### config.mk
export PLATFORM = sky130hd
export DESIGN_NAME = ssca_ram
export DESIGN_NICKNAME = d
export VERILOG_FILES = /design/src/rtl/core/ssca_ram.sv
export SDC_FILE = /design/constraint.sdc
export NUM_CORES = 1
export LEC_CHECK = 0
export BUFFER_PORTS_ARGS = -buffer_cell sky130_fd_sc_hd__buf_2
export CORE_MARGIN = 2
export CORE_UTILIZATION = 45
export DETAILED_ROUTE_END_ITERATION = 6
export GPL_TIMING_DRIVEN = 0
export SYNTH_ARGS = -nofsm -noshare
export SYNTH_HDL_FRONTEND = slang
export SYNTH_SLANG_ARGS = --single-unit
### constraint.sdc
create_clock -name aclk -period 3.8 [get_ports aclk]
set_input_delay 0.19 -clock aclk [delete_from_list [all_inputs] [get_ports aclk]]
set_output_delay 0.19 -clock aclk [all_outputs]
set_load 0.01 [all_outputs]
### src/rtl/core/ssca_ram.sv
// generic simple dual-port ram with registered read
module ssca_ram #(
    parameter int WIDTH = 8,
    parameter int DEPTH = 64,
    parameter int AW    = $clog2(DEPTH)
) (
    input  logic             aclk,
    input  logic             we,
    input  logic [AW-1:0]    waddr,
    input  logic [WIDTH-1:0] wdata,
    input  logic [AW-1:0]    raddr,
    output logic [WIDTH-1:0] rdata
);

    logic [WIDTH-1:0] mem [DEPTH];

    always_ff @(posedge aclk) begin
        if (we) begin
            mem[waddr] <= wdata;
        end
        rdata <= mem[raddr];
    end

endmodule

==> flow_metrics.tcl <==
set metrics [dict create \
    status "completed" \
    clk_pin_slew_worst_paths_ns 0.06 \
    dpl_cell_area_um2 21000 \
    drive_gt1_frac 0.255 \
    power.density_nw_per_um2 525 \
    r2r-start "mem[21][6]" \
    final_nets 1036 \
    yosysWarnings 0 \
    grtUsageTotal 0.210 \
    critical_path_class "input pin to register" \
    hold_buffers 0 \
    final_antenna_net_count 0 \
    syn_area_um2 20200 \
    clk_latency_ns 0.59 \
    overflow 0 \
    rsz0062_at_grt "no" \
    yosysSeqAreaShare 0.770 \
    cp-start-kind "input pin" \
    hold_end "rdata[3]" \
    r2r_slack_ns 1.69 \
    die_x_um 216 \
    cts_buffers 51 \
    gp_congestion 0.935 \
    syn_avg_cell_area_um2 21.5 \
    pin_count 30 \
    cts_resized 0 \
    comb_power_share 0.053 \
    hold_path.class "input pin to register" \
    cellInternalPower_uw 9380 \
    max_stage_delay_ns 0.74 \
    min_from "raddr[5]" \
    dp_hpwl_um 30200 \
    drc 0 \
    synth_cells 940 \
    r2r_cells 5 \
    cts-root-buf "clkbuf_16" \
    worst_clock_skew_ns 0.0190 \
    slew_viol_final 0 \
    setup_viol 0 \
    final.setup.tns_ns 0 \
    crit_path_end_kind "register" \
    cts_tree "yes" \
    dr.pass1.iters 5 \
    tightest_slew_ns 1.28 \
    fin_crit_sh 0.648 \
    grt_pass1_vias 9759 \
    required_ns 4.21 \
    core_area_um2 44200 \
    htreeDepth 2 \
    hold_depth 2 \
    die_area_um2 46500 \
    row_count 77 \
    die_h_um 216 \
    multi_input_area_um2 4320 \
    dr.first_iter.drc_count 1165 \
    worst_path_max_delay_cell "buf_1" \
    stdcell_area_um2 22600 \
    path_cells "buf_4, buf_2, buf_1, nand2_1, o221ai_1, nor2_1, nor3_1, o32ai_1" \
    post_drt_wl_per_cell_um 29.1 \
    cts_setup_buffers 0 \
    power_switching_uw 2500 \
    antenna_found_initial 3 \
    path_max_fanout 10 \
    rr_endpoint "rdata[6]" \
    cellLeakagePower_uw 0.00702 \
    clock-sinks 520 \
    hold_viol 0 \
    grt_pass1_wl_um 68900 \
    ir_drop_mv 0.304 \
    clock_path_buffers 3 \
    grt_max_degree 65 \
    layout.area.seq_um2 15500 \
    start_util 0.456 \
    wl_um 48000 \
    syn_nets 962 \
    fill_cells 3446 \
    fmax_mhz 406 \
    via_count 9738 \
    portBuffers 21 \
    synth.distinct_cells 40 \
    area_growth_pct 12.3 \
    seq_power_share 0.535 \
    critical_path_arrival_ns 2.87 \
    drv_cap 0 \
    ys_ff_latch 520 \
    swShare 0.210 \
    viasPerCell 5.90 \
    slew_headroom 0.144 \
    power_frac_clock 0.412 \
    period_needed_ns 2.46 \
]
layout make-up:
class / instances / share of cell area
Timing Repair Buffer: 21 / 0.00464
Multi-Input combinational cell: 369 / 0.191
Clock buffer: 73 / 0.0645
Buffer: 51 / 0.0140
Sequential cell: 520 / 0.686
Antenna cell: 3 / 0.000332
Tap cell: 592 / 0.0327
Clock inverter: 22 / 0.00702
critical path: cells and delay by family:
kind                   cells  cell delay, ns
AOI/OAI and AO/OA          2            0.52
buffers and inverters      3            1.35
and+or+nand+nor            3            0.78
metrics by stage:
stage,std cells,hold WS [ns],setup WS [ns],power (uW),util
global placement,1553,0.590,0.794,7110,0.475
global route,1648,0.0480,1.33,12200,0.512
floorplan,940,0.289,1.94,6820,-
finish,1651,0.0718,1.34,11900,0.512
CTS,1648,0.0448,1.39,12000,0.512
detailed placement,1553,0.586,0.781,7120,0.475
registers in the layout, indices dropped and copies added, names as in the netlist:
name	cells
mem	512
rdata	8
cell usage in the layout, fill, tap and decap left out, types with 3 or more instances in the layout:
| cell | count |
|---|---|
| buf_1 | 4 |
| mux4_2 | 126 |
| a21oi_1 | 3 |
| a211oi_1 | 4 |
| buf_4 | 13 |
| a22oi_1 | 3 |
| o2111ai_1 | 3 |
| nor3_1 | 7 |
| dfxtp_1 | 8 |
| diode_2 | 3 |
| nand3b_1 | 3 |
| buf_6 | 4 |
| mux2i_1 | 23 |
| mux2_2 | 13 |
| o2bb2ai_1 | 3 |
| o221ai_1 | 8 |
| nand2_1 | 19 |
| nor2_1 | 83 |
| edfxtp_1 | 512 |
| buf_2 | 32 |
| clkinv_1 | 4 |
| nand2b_1 | 7 |
| clkbuf_8 | 6 |
| clkbuf_16 | 53 |
| a221oi_1 | 6 |
| clkbuf_1 | 31 |
| clkinv_2 | 15 |
| nand3_1 | 13 |
| o22ai_1 | 8 |
| nor2b_1 | 14 |
Yosys cell counts, drive strengths merged:
cell / instances / share of area
nand2b: 7 / 0.0022
nor2: 83 / 0.015
o21ai: 4 / 0.00099
mux4: 126 / 0.14
mux2i: 23 / 0.011
and2: 1 / 0.00031
clkbuf: 17 / 0.0032
o2111ai: 3 / 0.0013
o2bb2ai: 3 / 0.0013
nand3: 13 / 0.0032
o221a: 2 / 0.0011
a2111oi: 2 / 0.00087
a21oi: 3 / 0.00074
nand4b: 1 / 0.00043
nand2: 19 / 0.0035
o22ai: 8 / 0.0025
nor2b: 14 / 0.0043
o32ai: 2 / 0.00087
nand4: 2 / 0.00062
nand3b: 3 / 0.0011
buf: 34 / 0.013
nor4: 2 / 0.00062
o21a: 2 / 0.00074
or3: 1 / 0.00031
nor3: 7 / 0.0017
o41ai: 2 / 0.00087
dfxtp: 8 / 0.0079
o221ai: 8 / 0.0035
edfxtp: 512 / 0.76
a211oi: 4 / 0.0015
mux2: 13 / 0.0073
a221oi: 6 / 0.0026
a22oi: 3 / 0.0011
o311ai: 1 / 0.00043
a31oi: 1 / 0.00031
power groups by stage:
stage / Sequential [uW] / Combinational (uW) / Clock, uW
final: 6360 / 630 / 4890
after floorplan: 6480 / 338 / 0
after global routing: 6360 / 666 / 5190
after CTS: 6360 / 635 / 4970
after global placement: 6480 / 626 / 0
after detailed placement: 6480 / 634 / 0
metal layers:
| metal | vias to the layer above | share of wire | track usage |
|---|---|---|---|
| li1 | 4080 | - | - |
| met1 | 5218 | 0.43 | 0.304 |
| met2 | 375 | 0.48 | 0.331 |
| met3 | 65 | 0.070 | 0.0345 |
| met4 | 0 | 0.024 | 0.0648 |
| met5 | - | 0 | 0 |
worst max-delay path by stage:
stage / start / to / depth (start not counted)
2_1_floorplan: raddr[1] / rdata[3] / 7
3_3_place_gp: raddr[1] / rdata[6] / 8
3_5_place_dp: raddr[1] / rdata[6] / 8
4_1_cts: raddr[1] / rdata[6] / 8
5_1_grt: raddr[1] / rdata[6] / 8
6_report: raddr[1] / rdata[6] / 8
cell families (layout without fill, tap and decap cells):
logic type      count (synthesis)  in the layout  synth area share
simple gates                  153            153            0.0339
buf+inv                        51            167            0.0157
other cells                     0              3                 0
flops                         520            520             0.770
mux                           162            162             0.159
compound gates                 54             54            0.0207
No activity file was read; power rests on OpenSTA's default activity.
